[src/rtl/rwpr_pkg.sv]
// shared constants and types of the ramp-weighted pixel replicator
package rwpr_pkg;

  localparam int MAX_WIDTH   = 8192;
  localparam int MIN_WIDTH   = 2;
  localparam int FRAC_BITS   = 16;
  localparam int ACC_W       = 24;
  localparam int STEP_W      = 21;
  localparam int WIDTH_W     = 14;
  localparam int IN_COL_W    = 13;
  localparam int COL_W       = 18;
  localparam int COL_EXT_W   = COL_W + 1;
  localparam int MAX_RUN     = 32;
  localparam int RUN_W       = $clog2(MAX_RUN);
  localparam int PIX_W       = 8;
  localparam int QUEUE_DEPTH = 4;
  localparam int QPTR_W      = $clog2(QUEUE_DEPTH);
  localparam int CFG_IDX_W   = 2;
  localparam int CFG_DATA_W  = 21;

  localparam logic [PIX_W-1:0]   ALPHA_OPAQUE = '1;
  localparam logic [WIDTH_W-1:0] WIDTH_RESET  = WIDTH_W'(640);
  localparam logic [COL_W-1:0]   COL_MAX      = '1;

  typedef logic [PIX_W-1:0] pix_t;

  // one classified pixel waiting for replication
  typedef struct packed {
    pix_t                red;
    pix_t                green;
    pix_t                blue;
    logic [RUN_W-1:0]    run_n;
    logic [IN_COL_W-1:0] column;
    logic                row_end;
  } job_t;

  typedef enum logic [CFG_IDX_W-1:0] {
    CFG_RAMP_STEP   = 2'd0,
    CFG_IMAGE_WIDTH = 2'd1
  } cfg_idx_e;

endpackage

[src/rtl/rwpr_front.sv]
// front end: accepts pixels, steps the ramp and works out the copy count
module rwpr_front (
  input  logic                         clk_i,
  input  logic                         rst_ni,
  input  logic                         in_valid_i,
  output logic                         in_stall_o,
  input  rwpr_pkg::pix_t               red_i,
  input  rwpr_pkg::pix_t               green_i,
  input  rwpr_pkg::pix_t               blue_i,
  input  logic [rwpr_pkg::STEP_W-1:0]  cfg_step_i,
  input  logic [rwpr_pkg::WIDTH_W-1:0] cfg_width_i,
  input  logic                         full_i,
  output logic                         push_o,
  output rwpr_pkg::job_t               job_o
);
  import rwpr_pkg::*;

  logic [ACC_W-1:0]    acc_q, acc_d, acc_new;
  logic [IN_COL_W-1:0] col_q, col_d;
  logic [WIDTH_W-1:0]  w_eff, half, col_ext;
  logic [ACC_W:0]      acc_ext, step_ext, sum;
  logic [ACC_W-1:0]    rnd;
  logic [RUN_W-1:0]    run_n;
  logic                last_px, accept;

  assign accept     = in_valid_i && !full_i;
  assign in_stall_o = full_i;
  assign push_o     = accept;

  always_comb begin
    if (cfg_width_i < WIDTH_W'(MIN_WIDTH)) begin
      w_eff = WIDTH_W'(MIN_WIDTH);
    end else if (cfg_width_i > WIDTH_W'(MAX_WIDTH)) begin
      w_eff = WIDTH_W'(MAX_WIDTH);
    end else begin
      w_eff = cfg_width_i;
    end
    half    = w_eff >> 1;
    col_ext = WIDTH_W'(col_q);
    last_px = WIDTH_W'(col_ext + WIDTH_W'(1)) >= w_eff;

    acc_ext  = {acc_q[ACC_W-1], acc_q};
    step_ext = (ACC_W+1)'(cfg_step_i);
    if (col_ext < half) begin
      sum = acc_ext + step_ext;
    end else begin
      sum = acc_ext - step_ext;
    end
    // saturate at the signed limits
    if (sum[ACC_W] != sum[ACC_W-1]) begin
      acc_new = sum[ACC_W] ? {1'b1, {(ACC_W-1){1'b0}}} : {1'b0, {(ACC_W-1){1'b1}}};
    end else begin
      acc_new = sum[ACC_W-1:0];
    end

    // round half up, negatives give a single copy
    rnd = ACC_W'(acc_new[ACC_W-2:FRAC_BITS]) + ACC_W'(acc_new[FRAC_BITS-1]);
    if (acc_new[ACC_W-1]) begin
      run_n = '0;
    end else if (rnd > ACC_W'(MAX_RUN - 1)) begin
      run_n = RUN_W'(MAX_RUN - 1);
    end else begin
      run_n = rnd[RUN_W-1:0];
    end

    acc_d = acc_q;
    col_d = col_q;
    if (accept) begin
      if (last_px) begin
        acc_d = '0;
        col_d = '0;
      end else begin
        acc_d = acc_new;
        col_d = col_q + IN_COL_W'(1);
      end
    end

    job_o.red     = red_i;
    job_o.green   = green_i;
    job_o.blue    = blue_i;
    job_o.run_n   = run_n;
    job_o.column  = col_q;
    job_o.row_end = last_px;
  end

  always_ff @(posedge clk_i or negedge rst_ni) begin
    if (!rst_ni) begin
      acc_q <= '0;
      col_q <= '0;
    end else begin
      acc_q <= acc_d;
      col_q <= col_d;
    end
  end

`ifndef ASSERT_OFF
  a_row_end_clears: assert property (@(posedge clk_i) disable iff (!rst_ni)
    accept && last_px |=> acc_q == '0 && col_q == '0)
    else $error("ramp state not cleared at end of row");
`endif

endmodule

[src/rtl/rwpr_queue.sv]
// short queue of classified pixels between front and back end
module rwpr_queue (
  input  logic           clk_i,
  input  logic           rst_ni,
  input  logic           push_i,
  input  rwpr_pkg::job_t job_i,
  output logic           full_o,
  input  logic           pop_i,
  output logic           valid_o,
  output rwpr_pkg::job_t job_o
);
  import rwpr_pkg::*;

  job_t              store_q [QUEUE_DEPTH];
  logic [QPTR_W-1:0] wr_ptr_q, wr_ptr_d, rd_ptr_q, rd_ptr_d;
  logic [QPTR_W:0]   count_q, count_d;

  assign full_o  = count_q == (QPTR_W+1)'(QUEUE_DEPTH);
  assign valid_o = count_q != '0;
  assign job_o   = store_q[rd_ptr_q];

  always_comb begin
    wr_ptr_d = push_i ? wr_ptr_q + QPTR_W'(1) : wr_ptr_q;
    rd_ptr_d = pop_i  ? rd_ptr_q + QPTR_W'(1) : rd_ptr_q;
    count_d  = count_q;
    if (push_i && !pop_i) begin
      count_d = count_q + (QPTR_W+1)'(1);
    end else if (pop_i && !push_i) begin
      count_d = count_q - (QPTR_W+1)'(1);
    end
  end

  always_ff @(posedge clk_i) begin
    if (push_i) begin
      store_q[wr_ptr_q] <= job_i;
    end
  end

  always_ff @(posedge clk_i or negedge rst_ni) begin
    if (!rst_ni) begin
      wr_ptr_q <= '0;
      rd_ptr_q <= '0;
      count_q  <= '0;
    end else begin
      wr_ptr_q <= wr_ptr_d;
      rd_ptr_q <= rd_ptr_d;
      count_q  <= count_d;
    end
  end

`ifndef ASSERT_OFF
  a_no_overflow: assert property (@(posedge clk_i) disable iff (!rst_ni)
    !(push_i && full_o))
    else $error("word pushed into full queue");
  a_no_underflow: assert property (@(posedge clk_i) disable iff (!rst_ni)
    pop_i |-> valid_o)
    else $error("word popped from empty queue");
`endif

endmodule

[src/rtl/rwpr_back.sv]
// back end: replays each pixel as a run of copies through an output register
module rwpr_back (
  input  logic                         clk_i,
  input  logic                         rst_ni,
  input  logic                         q_valid_i,
  input  rwpr_pkg::job_t               q_job_i,
  output logic                         pop_o,
  input  logic [rwpr_pkg::WIDTH_W-1:0] cfg_width_i,
  output logic                         out_valid_o,
  input  logic                         out_stall_i,
  output rwpr_pkg::pix_t               out_red_o,
  output rwpr_pkg::pix_t               out_green_o,
  output rwpr_pkg::pix_t               out_blue_o,
  output rwpr_pkg::pix_t               out_alpha_o,
  output logic [rwpr_pkg::COL_W-1:0]   out_column_o,
  output logic                         beyond_row_o,
  output logic                         run_last_o,
  output logic                         row_last_o
);
  import rwpr_pkg::*;

  // current run
  logic                 busy_q, busy_d;
  logic [RUN_W-1:0]     k_q, k_d, n_q;
  logic [COL_EXT_W-1:0] base_q;
  pix_t                 red_q, green_q, blue_q;
  logic                 row_end_q;
  logic [COL_W-1:0]     shift_q, shift_d;

  // output register
  logic                 out_valid_q;
  pix_t                 out_red_q, out_green_q, out_blue_q;
  logic [COL_W-1:0]     out_column_q;
  logic                 out_beyond_q, out_run_last_q, out_row_last_q;

  logic                 out_free, emit, last_copy, load;
  logic [COL_EXT_W-1:0] col, shift_sum, dbl;

  assign out_free  = !out_valid_q || !out_stall_i;
  assign emit      = busy_q && out_free;
  assign last_copy = k_q == n_q;
  assign load      = q_valid_i && (!busy_q || (emit && last_copy));
  assign pop_o     = load;

  always_comb begin
    col       = base_q + COL_EXT_W'(k_q);
    dbl       = COL_EXT_W'({cfg_width_i, 1'b0});
    shift_sum = COL_EXT_W'(shift_q) + COL_EXT_W'(q_job_i.run_n);

    busy_d = busy_q;
    k_d    = k_q;
    if (emit) begin
      if (last_copy) begin
        busy_d = 1'b0;
      end else begin
        k_d = k_q + RUN_W'(1);
      end
    end
    if (load) begin
      busy_d = 1'b1;
      k_d    = '0;
    end

    shift_d = shift_q;
    if (load) begin
      if (q_job_i.row_end) begin
        shift_d = '0;
      end else if (shift_sum > COL_EXT_W'(COL_MAX)) begin
        shift_d = COL_MAX;
      end else begin
        shift_d = shift_sum[COL_W-1:0];
      end
    end
  end

  always_ff @(posedge clk_i or negedge rst_ni) begin
    if (!rst_ni) begin
      busy_q      <= 1'b0;
      k_q         <= '0;
      shift_q     <= '0;
      out_valid_q <= 1'b0;
    end else begin
      busy_q  <= busy_d;
      k_q     <= k_d;
      shift_q <= shift_d;
      if (out_free) begin
        out_valid_q <= busy_q;
      end
    end
  end

  always_ff @(posedge clk_i) begin
    if (load) begin
      n_q       <= q_job_i.run_n;
      base_q    <= COL_EXT_W'(q_job_i.column) + COL_EXT_W'(shift_q);
      red_q     <= q_job_i.red;
      green_q   <= q_job_i.green;
      blue_q    <= q_job_i.blue;
      row_end_q <= q_job_i.row_end;
    end
    if (emit) begin
      out_red_q      <= red_q;
      out_green_q    <= green_q;
      out_blue_q     <= blue_q;
      out_column_q   <= (col > COL_EXT_W'(COL_MAX)) ? COL_MAX : col[COL_W-1:0];
      out_beyond_q   <= col >= dbl;
      out_run_last_q <= last_copy;
      out_row_last_q <= last_copy && row_end_q;
    end
  end

  assign out_valid_o  = out_valid_q;
  assign out_red_o    = out_red_q;
  assign out_green_o  = out_green_q;
  assign out_blue_o   = out_blue_q;
  assign out_alpha_o  = ALPHA_OPAQUE;
  assign out_column_o = out_column_q;
  assign beyond_row_o = out_beyond_q;
  assign run_last_o   = out_run_last_q;
  assign row_last_o   = out_row_last_q;

`ifndef ASSERT_OFF
  a_copy_in_range: assert property (@(posedge clk_i) disable iff (!rst_ni)
    busy_q |-> k_q <= n_q)
    else $error("copy index past run length");
  a_run_holds: assert property (@(posedge clk_i) disable iff (!rst_ni)
    busy_q && out_valid_q && out_stall_i |=> busy_q && $stable(k_q))
    else $error("run advanced while output stalled");
`endif

endmodule

[src/rtl/ramp_weighted_pixel_replicator_unit.sv]
// top level of the ramp-weighted pixel replicator
//
// pixels enter on in_valid_i / in_stall_o with red_i, green_i, blue_i, in row order.
// each pixel leaves as a run of 1 to 32 copies on out_valid_o / out_stall_i, one
// copy per cycle unless stalled, with alpha 255, the output column and the run
// and row flags. a word moves when valid is high and stall is low on that channel.
// registers are written on cfg_valid_i / cfg_ready_o (always ready): index 0 is
// ramp_step, index 1 is image_width; other indexes are ignored. write only while idle.
// when the back end is free, a pixel that is taken passes through the queue, the
// run register and the output register. a pixel with count n fills the output
// with n+1 copies; the output register sets the sustained rate of one copy
// per cycle, and the front end takes one pixel per cycle while the four-word
// queue has room. in_stall_o rises only when that queue is full.
// reset clears the ramp, column and shift state, empties the queue and sets
// ramp_step to 0 and image_width to 640. when the receiver stalls, the current
// copy holds on the outputs and the queue fills behind it.
module ramp_weighted_pixel_replicator_unit (
  input  logic                            clk_i,
  input  logic                            rst_ni,
  input  logic                            in_valid_i,
  output logic                            in_stall_o,
  input  rwpr_pkg::pix_t                  red_i,
  input  rwpr_pkg::pix_t                  green_i,
  input  rwpr_pkg::pix_t                  blue_i,
  output logic                            out_valid_o,
  input  logic                            out_stall_i,
  output rwpr_pkg::pix_t                  out_red_o,
  output rwpr_pkg::pix_t                  out_green_o,
  output rwpr_pkg::pix_t                  out_blue_o,
  output rwpr_pkg::pix_t                  out_alpha_o,
  output logic [rwpr_pkg::COL_W-1:0]      out_column_o,
  output logic                            beyond_row_o,
  output logic                            run_last_o,
  output logic                            row_last_o,
  input  logic                            cfg_valid_i,
  output logic                            cfg_ready_o,
  input  logic [rwpr_pkg::CFG_IDX_W-1:0]  cfg_index_i,
  input  logic [rwpr_pkg::CFG_DATA_W-1:0] cfg_data_i
);
  import rwpr_pkg::*;

  logic [STEP_W-1:0]  ramp_step_q;
  logic [WIDTH_W-1:0] image_width_q;

  logic full, push, q_valid, pop;
  job_t front_job, head_job;

  assign cfg_ready_o = 1'b1;

  always_ff @(posedge clk_i or negedge rst_ni) begin
    if (!rst_ni) begin
      ramp_step_q   <= '0;
      image_width_q <= WIDTH_RESET;
    end else if (cfg_valid_i && cfg_ready_o) begin
      unique case (cfg_idx_e'(cfg_index_i))
        CFG_RAMP_STEP:   ramp_step_q   <= cfg_data_i[STEP_W-1:0];
        CFG_IMAGE_WIDTH: image_width_q <= cfg_data_i[WIDTH_W-1:0];
        default: ;
      endcase
    end
  end

  rwpr_front u_front (
    .clk_i       (clk_i),
    .rst_ni      (rst_ni),
    .in_valid_i  (in_valid_i),
    .in_stall_o  (in_stall_o),
    .red_i       (red_i),
    .green_i     (green_i),
    .blue_i      (blue_i),
    .cfg_step_i  (ramp_step_q),
    .cfg_width_i (image_width_q),
    .full_i      (full),
    .push_o      (push),
    .job_o       (front_job)
  );

  rwpr_queue u_queue (
    .clk_i   (clk_i),
    .rst_ni  (rst_ni),
    .push_i  (push),
    .job_i   (front_job),
    .full_o  (full),
    .pop_i   (pop),
    .valid_o (q_valid),
    .job_o   (head_job)
  );

  rwpr_back u_back (
    .clk_i        (clk_i),
    .rst_ni       (rst_ni),
    .q_valid_i    (q_valid),
    .q_job_i      (head_job),
    .pop_o        (pop),
    .cfg_width_i  (image_width_q),
    .out_valid_o  (out_valid_o),
    .out_stall_i  (out_stall_i),
    .out_red_o    (out_red_o),
    .out_green_o  (out_green_o),
    .out_blue_o   (out_blue_o),
    .out_alpha_o  (out_alpha_o),
    .out_column_o (out_column_o),
    .beyond_row_o (beyond_row_o),
    .run_last_o   (run_last_o),
    .row_last_o   (row_last_o)
  );

endmodule

[config.mk]
export PLATFORM = sky130hd
export DESIGN_NAME = ramp_weighted_pixel_replicator_unit
export DESIGN_NICKNAME = d
export VERILOG_FILES = /design/src/rtl/rwpr_pkg.sv /design/src/rtl/rwpr_front.sv /design/src/rtl/rwpr_queue.sv /design/src/rtl/rwpr_back.sv /design/src/rtl/ramp_weighted_pixel_replicator_unit.sv
export SDC_FILE = /design/constraint.sdc
export NUM_CORES = 1
export LEC_CHECK = 0
export ABC_AREA = 1
export BUFFER_PORTS_ARGS = -buffer_cell sky130_fd_sc_hd__buf_2
export CORE_AREA = 2 2 163 197
export DETAILED_ROUTE_END_ITERATION = 16
export DIE_AREA = 0 0 165 199
export PLACE_DENSITY = 0.78
export SLEW_MARGIN = 5
export SYNTH_ARGS = -nofsm -noshare
export SYNTH_HDL_FRONTEND = slang
export SYNTH_SLANG_ARGS = --single-unit
[constraint.sdc]
create_clock -name clk_i -period 7.4 [get_ports clk_i]
set_clock_uncertainty 0.2 [all_clocks]
set_input_delay 0.74 -clock clk_i [delete_from_list [all_inputs] [get_ports clk_i]]
set_output_delay 0.74 -clock clk_i [all_outputs]
set_load 0.02 [all_outputs]
After elaboration in Yosys (flattened, before gate mapping)
Memory sizes are Yosys's and may differ from the RTL's.
Cells that the tools add are included.
W data, S select, Z words.

storage, ports and cells
  bits in registers = 198
  latch bits = 0
  RAM bits = 172
  bits in read-only memories = 0
  input bits = 52
  memories kept = 1

memories
  memory           depth  bits a word  read ports  clocked after Yosys merged registers in  write ports  RTL line          source
  u_queue.store_q  4      43           1           0                                        1            rwpr_queue.sv:14  job_t store_q [QUEUE_DEPTH];

cells by class
  add/subtract/negate cells = 13
  multiply operators = 0
  div/mod/pow operators = 0
  $lt $le $gt $ge = 8
  equality and inequality tests = 5
  shift operators = 0
  mux-type cells = 21
  bitwise gates (word level) = 0
  reduce and logical (&&, ||, !) cells = 24

operators by type and width
  kind                     count
  $mux W24                 3
  $gt A19 B18 Y1 const B   2
  $mux W18                 2
  $mux W14                 2
  $add A24 B22 Y25         1
  $mux W25                 1
  $mux W5                  5
  $sub A24 B22 Y25         1
  $gt A24 B5 Y1 const B    1
  $add A13 B18 Y19         1
  $add A18 B5 Y19          1
  $add A19 B5 Y19          1
  $ge A19 B15 Y1           1
  $add A13 B1 Y14 const B  1
  $ge A14 B14 Y1           1
  $gt A14 B14 Y1 const B   1
  $lt A14 B2 Y1 const B    1
  $add A13 B1 Y13 const B  1
  $lt A13 B13 Y1           1
  $mux W13                 1
  $add A7 B1 Y8            1
  $reduce_and A2 Y1        4
  $logic_and A1 B1 Y1      7
  $logic_not A1 Y1         6
  15 further kinds         24

Depth between registers and ports, before layout
Gate-level depths: netlist of run 1.

  depth in word-level cells = 11
  depth in mapped cells = 41
  depth with buffers taken out = 39

Cells and area by module
Synthesis of run 1 repeated with hierarchy kept, for this count alone.

second synthesis, totals
  cell total of the unflattened synthesis = 2,041
  area, all modules = 19,593.8 sq um

modules (own cells, without submodules)
  module                               times used  cells an instance  area each (sq um)  seq. area each (sq um)
  rwpr_queue                           1           550                7,193.1            5,340.1
  rwpr_back                            1           626                6,272.3            3,448.3
  rwpr_front                           1           707                4,665.7            925.9
  ramp_weighted_pixel_replicator_unit  1           158                1,462.7            878.3

Worst setup path after synthesis of run 1
OpenSTA, ideal clock, no wires.

  path type = register -> register
  start point = register image_width_q[12]
  end point = memory u_queue.store_q[0][14] in the netlist's numbering (data pin)
  library setup time = 257 ps
  arrival time = 5,077 ps
  data required time = 6,943 ps
  slack = 1,866 ps
  stages on the path, launching flop included = 36
  buffers on the path = 3
  period minus slack after synthesis = 5,534 ps
  cells stage by stage = dfrtp_1 nor2_1 nand2_1 nor2_1 nand2_1 nand2_2 clkbuf_1 nand2_1 ha_1 a21oi_1 o21ai_0 a21oi_1 nand2_1 clkbuf_1 nand2_1 o21ai_0 fa_1 nor3_1 nor2_1 o21bai_1 nand2_1 nand3_1 inv_1 nand3_1 nand3_2 buf_6 inv_2 nor2_1 ha_1 ha_1 nand4_1 nand2_1 nand3_2 nand4_1 nand2_1 inv_1

RTL lines
  element                 RTL line                                   source
  start, declared         ramp_weighted_pixel_replicator_unit.sv:43  logic [WIDTH_W-1:0] image_width_q;
  start signal, assigned  ramp_weighted_pixel_replicator_unit.sv:57  CFG_IMAGE_WIDTH: image_width_q <= cfg_data_i[WIDTH_W-1:0];
  end, declared           rwpr_queue.sv:14

==> results of run 1 <==
## final cells by class
class                   count  area (sq um)
multi-input cells        1146          6770
clock inverters            21           235
fillers                  2294         10500
clock buffers              49          1040
repair buffers            112           601
well taps                 401           502
flip-flops and latches    370         10600
inverters                 203           762
## sequential cells by signal (all words and copies together) (netlist names), 8 cells and up
| name | count |
|---|---|
| u_back.blue_q | 8 |
| u_back.out_green_o | 8 |
| u_front.acc_q | 24 |
| u_back.green_q | 8 |
| u_back.shift_q | 18 |
| u_back.red_q | 8 |
| u_queue.store_q | 172 |
| u_back.out_blue_o | 8 |
| u_front.col_q | 13 |
| u_back.base_q | 19 |
| u_back.out_column_o | 18 |
| u_back.out_red_o | 8 |
| image_width_q | 14 |
| ramp_step_q | 21 |
## logic make-up (layout without fill, tap and decap cells)
family,after synthesis,in the layout,synth area share
buf+inv,259,385,0.0564
flops,370,370,0.578
xor+xnor,88,88,0.0425
simple gates,569,569,0.136
mux,6,6,0.00369
compound gates,372,372,0.112
fa+ha+maj,102,102,0.0717
other cells,1,9,0.000205
## cell usage after synthesis (all sizes together) (20+ instances only)
library cell  number  area share
xor2              62       0.030
nand4             20      0.0072
nand3             49       0.016
nand2            263       0.056
ha                97       0.066
xnor2             26       0.013
a21oi             82       0.022
inv              203       0.042
dfrtp            102        0.14
nor2             187       0.039
o22ai             59       0.020
clkbuf            38      0.0078
edfxtp           266        0.44
o21ai            191       0.052
nor3              25      0.0083
## through the flow
| stage | worst slack [ns] | instance area (sq um) | std cells | hold slack, ns |
|---|---|---|---|---|
| 6_report | 1.02 | 20500 | 2302 | 0.208 |
| 5_1_grt | 0.274 | 20500 | 2302 | 0.195 |
| 4_1_cts | 1.03 | 20500 | 2302 | 0.185 |
| 3_5_place_dp | 1.05 | 19200 | 2231 | 0.205 |
| 3_3_place_gp | 1.19 | 19200 | 2231 | 0.202 |
| 2_1_floorplan | 1.87 | 18400 | 1775 | 0.200 |
## how the worst max path moves through the flow
| stage | endpoint | slack (ns) | depth (start not counted) |
|---|---|---|---|
| after floorplan | u_queue.store_q[0][14]$_DFFE_PP_ | 1.87 | 35 |
| after global placement | u_queue.store_q[3][18]$_DFFE_PP_ | 1.19 | 37 |
| after detailed placement | u_queue.store_q[2][18]$_DFFE_PP_ | 1.05 | 37 |
| after CTS | u_queue.store_q[2][18]$_DFFE_PP_ | 1.03 | 37 |
| after global routing | u_queue.store_q[1][18]$_DFFE_PP_ | 0.27 | 35 |
| final | u_queue.store_q[2][18]$_DFFE_PP_ | 1.02 | 35 |
## routing by layer
layer	global-route usage	vias up	wire [um]
met1	0.296	6202	15900
met5	0	-	11
met3	0.0442	98	2170
li1	-	6278	-
met2	0.442	386	20300
met4	0.102	2	1520
==> metrics.md, run 1 <==
| Metric | Value |
|---|---|
| Status | finished clean |
| Num ports | ~110 |
| PostCTS Resize Cnt | 0 |
| Crit path launch type | flop |
| TNS Setup | 0 ns |
| Worst hold path class | input pin to flop |
| Mapped Area | between 15000 and 20000 sq um |
| # DRC | 0 |
| Cells after Synth | 1767 |
| Slowest-stage cell, CP | dfrtp_1 |
| Fraction of layout cells with a size suffix above 1 | 0.122 |
| Crit path from | image_width_q[12]$_DFFE_PN0P_ |
| GRT Util Overall | 0.248 |
| DRT iter0 DRCs | slightly above 1000 |
| RSZ-0062 raised after global routing | false |
| Ant. Diodes | 0 |
| Crit-path leading delay family | simple AND/OR/NAND/NOR gates |
| Core Util, Final | 0.661 |
| Number of vias per cell | 5.63 |
| Reg-to-reg slack, setup | roughly 1.0 ns |
| CP arrival | between 6 and 7 ns |
| Max_cap viols | 0 |
| Hold Path Depth | 1 |
| WP data required | between 7 and 8 ns |
| CP max stage delay | 0.41 ns |
| Crit path max fanout | 18 |
| Final hold violations | 0 |
| CTS Hold Bufs | 1 |
| Gr ovfl total | 0 |
| Post-CTS Setup Inserts | 0 |
| CTS sink count | between 300 and 400 |
| Ys flop type | edfxtp_1 |
| CTS Buffer Depth | 3 |
| Synth cell types | 55 |
| Critical Path End Type | flop |
| Clock Tree Root | clkbuf_16 |
| Die area | approximately 33000 sq um |
| Worst Tran Pin Value | around 1 ns |
| Crit Path Category | flop to flop |
| Total number of vias | around 13000 |
| Die Y-Extent | 199 um |
| WHS Endpoint | u_queue.store_q[2][41]$_DFFE_PP_ |
| EDFF count, synth | around 270 |
| Die width | ~170 um |
| Synth-to-Final Area Change | 11.9% |
| Number of global-route vias before repair | approximately 13000 |
| Clock latency on the worst-skew pair | about 0.55 ns |
| Buf+Inv Stages, Crit Path | 3 |
| Total CTS buffers | 38 |
| Commonest non-fill, non-tap cells in the layout | 266 x edfxtp_1, 254 x nand2_1, 199 x inv_1, 183 x o21ai_0, 175 x nor2_1 |
| Largest net degree at the start of global routing | 88 |
| Setup violators final | 0 |
| I/O Buffers | 98 |
| Core area | around 31000 sq um |
| H-Tree Level Count | 2 |
| Worst R2R Start | image_width_q[12]$_DFFE_PN0P_ |
| Cell Rows | just over 70 |
| YS warnings | 0 |
| Synthesized flop and latch total | 370 |
| Initial antenna violation count | 1 |
| Initial Utilization | 0.591 |
| Routed len/inst | ~17 um |
| R2R cell count | 35 |
| CP dominant cell by count | nand2_1 |
| Worst R2R End | u_queue.store_q[2][18]$_DFFE_PP_ |
| Slew headroom | 0.324 |
| Post-synth ARST share | 0.281 |
| DP Wirelength | between 20000 and 30000 um |
| Min-delay src | red_i[6] |
| Slew Limit Fails | 0 |
| Final min period | ~6.4 ns |
| First-pass GRT wire length | between 60000 and 70000 um |
| Final nets | ~2000 |
| Routed Antenna Nets | 0 |
| Tcrit/Tclk final | 0.863 |
| Pre-Repair DR Iteration Count | 5 |
| Commonest non-fill, non-tap cell in the layout | edfxtp_1 |
| Clk pin slew, worst setup/hold paths | ~0.060 ns |
| Mapped Avg Cell Area | 10.4 sq um |
| Final Wtd Congestion | 0.937 |
| Maximum clock rate | 157 MHz |
| Register area share after synthesis | 0.578 |
| DRT Wirelength | about 40000 um |
| CTS tree | built |
Power of run 1 is not shown: default switching activity piles up to over one toggle a cycle in this logic, so the estimate is an artifact.
==> run 2: changes to the inputs <==
--- a/config.mk
+++ b/config.mk
@@ -5,7 +5,6 @@
 export SDC_FILE = /design/constraint.sdc
 export NUM_CORES = 1
 export LEC_CHECK = 0
-export ABC_AREA = 1
 export BUFFER_PORTS_ARGS = -buffer_cell sky130_fd_sc_hd__buf_2
 export CORE_AREA = 2 2 163 197
 export DETAILED_ROUTE_END_ITERATION = 16
==> run 2 against run 1 <==
  * Worst hold slack got worse by 0.19 ns
  * Register-to-register slack got worse by 0.62 ns
  * Non-clock buffer count increased by 7
  * Via count fell by 10%
  * Routed wire length down 3.8%
  * Critical path depth down 8
  * Maximum frequency fell by 8.8%
  * Global-route usage down 0.61 points
  * Final area is essentially flat
  * Worst setup slack worse by 0.62 ns
==> metrics.md, run 2 <==
| Metric | Value |
|---|---|
| Status | finished clean |
| Initial Utilization | 0.588 (-0.00250) |
| CTS Hold Bufs | 0 (-1) |
| Crit Path Category | flop to flop |
| WP data required | 7.44 ns (-0.05 ns) |
| H-Tree Level Count | 2 (unchanged) |
| Fillcell total | 2251 (-1.9%) |
| Gr ovfl total | 0 (unchanged) |
| CTS tree | built |
| Cells after Synth | 1402 (-21%) |
| Most common cell in the netlist | edfxtp_1 |
| Initial antenna violation count | 1 (unchanged) |
| Crit path launch type | flop |
| Top post-synthesis cells by area | edfxtp_1 44%, dfrtp_1 14%, ha_1 6.7% |
| Clk pin slew, worst setup/hold paths | 0.06 ns (about the same) |
| Worst Tran Pin Value | 1.00 ns (-0.00897 ns) |
| Clock latency on the worst-skew pair | 0.54 ns (about the same) |
| Routed len/inst | 19.7 um (+14%) |
| Mapped Area | 18200 sq um (-0.42%) |
| Mapped Avg Cell Area | 13.0 sq um (+26%) |
| Register area share after synthesis | 0.581 (+0.00246) |
| Hold_ws | 0.0209 ns (-0.187 ns) |
| Clock Tree Root | clkbuf_16 |
| Number of global-route vias before repair | 11718 (-10%) |
| PD cells | around 430 nW/um^2 |
| CP arrival | 7.03 ns (+0.56 ns) |
| Synth cell types | 77 (+40%) |
| CP dominant cell by count | ha_1 |
| Final WS setup | 0.401 ns (-0.616 ns) |
| EDFF count, synth | 266 (unchanged) |
| First-pass GRT wire length | 61500 um (-4.2%) |
| Final nets | 1670 (-18%) |
| YS warnings | 0 (unchanged) |
| Final min period | 7.00 ns (+0.616 ns) |
| Max reg flops | 172 (unchanged) |
| Total number of vias | 11628 (-10%) |
| Critical Path End Type | flop |
| Final hold violations | 0 (unchanged) |
| Crit path max fanout | 24 (+6) |
| I/O Buffers | 98 (unchanged) |
| Post-synth ARST share | 0.281 (unchanged) |
| Fraction of layout cells with a size suffix above 1 | 0.194 (+0.0723) |
| Number of vias per cell | 5.98 (+6.1%) |
| Num ports | 108 (unchanged) |
| Die area | 32800 sq um (unchanged) |
| Core area | 31000 sq um (unchanged) |
| GRT Util Overall | 0.242 (-0.00609) |
| Placed Cells | 1877 (-16%) |
| Commonest cells in the netlist | 266 x edfxtp_1, 120 x nand2_1, 102 x dfrtp_1, 97 x ha_1, 86 x o21ai_0 |
| Largest registers | u_queue.store_q (172), u_front.acc_q (24), ramp_step_q (21) |
| DP Wirelength | 26200 um (-4.6%) |
| Ys flop type | edfxtp_1 |
| Max_cap viols | 0 (unchanged) |
| Post-synthesis cell type with the largest combined area | edfxtp_1 |
| Leak | 8.14 nW |
| DRT Wirelength | 38300 um (-3.8%) |
| Maximum VDD drop | 0.302 mV |
| Commonest non-fill, non-tap cell in the layout | edfxtp_1 |
| Post-synth top area share | 0.438 (+0.00185) |
| Core Util, Final | 0.661 (about the same) |
| Area of the multi-input gates | 7300 sq um (+7.7%) |
| Slew Limit Fails | 0 (unchanged) |
| Tcrit/Tclk final | 0.946 (+0.0832) |
| Synth-to-Final Area Change | 12.4% |
| Slew headroom | 0.332 (+0.00761) |
| Total power | 0.00881 W |
| DRT iter0 DRCs | 718 (-30%) |
| Final Wtd Congestion | 0.904 (-3.5%) |
| Die Y-Extent | 199 um (unchanged) |
| Pre-CTS setup slack | 0.257 ns (-0.792 ns) |
| Total CTS buffers | 38 (unchanged) |
| Routed Antenna Nets | 0 (unchanged) |
| Pre-Repair DR Iteration Count | 5 (unchanged) |
| Finished Layout Cells | 1945 (-16%) |
| CP max stage delay | 0.41 ns (about the same) |
| Die width | 165 um (unchanged) |
| Setup violators final | 0 (unchanged) |
| Commonest non-fill, non-tap cells in the layout | 266 x edfxtp_1, 120 x nand2_1, 99 x dfrtp_1, 97 x buf_2, 96 x ha_1 |
| Worst hold path class | input pin to async pin |
| Maximum clock rate | 143 MHz (-8.8%) |
| Synthesized flop and latch total | 370 (unchanged) |
| # DRC | 0 (unchanged) |
| Slowest-stage cell, CP | dfrtp_1 |
| Largest net degree at the start of global routing | 59 (-33%) |
| Top reg by flops | u_queue.store_q |
| FF+latch area | 10600 sq um (about the same) |
| CTS Buffer Depth | 3 (unchanged) |
| Cell Rows | 71 (unchanged) |
| CTS sink count | 370 (unchanged) |
[run 2: changes by cell type in the layout (fill, tap and decap cells not counted), moves of 24 or more]
cell and delta:
mux4_2 +42, o22ai_1 -58, nand2_1 -134, xnor2_1 +24, o21ai_0 -97, inv_1 -146, mux2_2 +29, a21o_1 +26
nor2_1 -97, nand2b_1 +25
[run 2: worst max-delay path, delay by kind of cell (launching register included)]
kind / cells / cell delay, ns
AO/OA/AOI/OAI: 13 / 2.84
XOR/XNOR: 2 / 0.38
adder cells (fa/ha/maj): 4 / 1.13
buffers and inverters: 2 / 0.32
flip-flops: 1 / 0.41
AND/OR/NAND/NOR: 6 / 1.42
[run 2: cell type report]
class                   count  share of cell area
clock buffers              41              0.0469
repair buffers            119              0.0319
diodes                      1            0.000122
clock inverters            26              0.0135
well taps                 401              0.0245
flip-flops and latches    370               0.517
multi-input cells         932               0.356
inverters                  55              0.0103
[run 2: cells by family after synthesis]
group,share of synthesized area
multiplexers,0.0762
AO/OA/AOI/OAI,0.101
other,0.000206
adder cells (fa/ha/maj),0.0743
AND/OR/NAND/NOR,0.0934
buffers and inverters,0.0248
XOR/XNOR,0.0491
flip-flops,0.581
[run 2: where the power goes]
part	total [W]	switching, W	internal, W
Clock	0.00189	0.000799	0.00109
Sequential	0.00315	0.000319	0.00283
Combinational	0.00376	0.00217	0.00159
[run 2: final timing paths]
check,from,end,slack [ns],cells after the start
max,image_width_q[8]$_DFFE_PN0P_,u_queue.store_q[0][17]$_DFFE_PP_,0.40,27
max reg2reg,image_width_q[8]$_DFFE_PN0P_,u_queue.store_q[0][17]$_DFFE_PP_,0.40,27
min reg2reg,u_back.red_q[2]$_DFFE_PP_,u_back.out_red_o[2]$_DFFE_PP_,0.22,0
max in group asynchronous,rst_ni,u_queue.rd_ptr_q[1]$_DFFE_PN0P_,5.70,2
min in group clk_i,red_i[7],u_queue.store_q[2][42]$_DFFE_PP_,0.21,1
min,rst_ni,u_front.acc_q[7]$_DFFE_PN0P_,0.02,1
[run 2: timing repair]
item                       4_1_cts  5_1_grt
setup endpoints to repair        0       20
buffers inserted                 0        0
gates resized for setup          0       12
[run 2: metrics by stage]
step	instance area, sq um	setup TNS [ns]
global placement	19200	0
floorplan	18300	0
finish	20500	0
CTS	20400	0
global route	20500	-0.113
detailed placement	19200	0
[run 2: per-layer routing]
| layer | routed length (um) | vias to the layer above | part of all wire | global-route usage |
|---|---|---|---|---|
| met2 | 20100 | 324 | 0.53 | 0.434 |
| met4 | 1330 | 0 | 0.035 | 0.0918 |
| met1 | 15300 | 5779 | 0.40 | 0.298 |
| li1 | - | 5434 | - | - |
| met5 | 0 | - | 0 | 0 |
| met3 | 1600 | 91 | 0.042 | 0.0317 |
(Power assumes the default switching activity.)
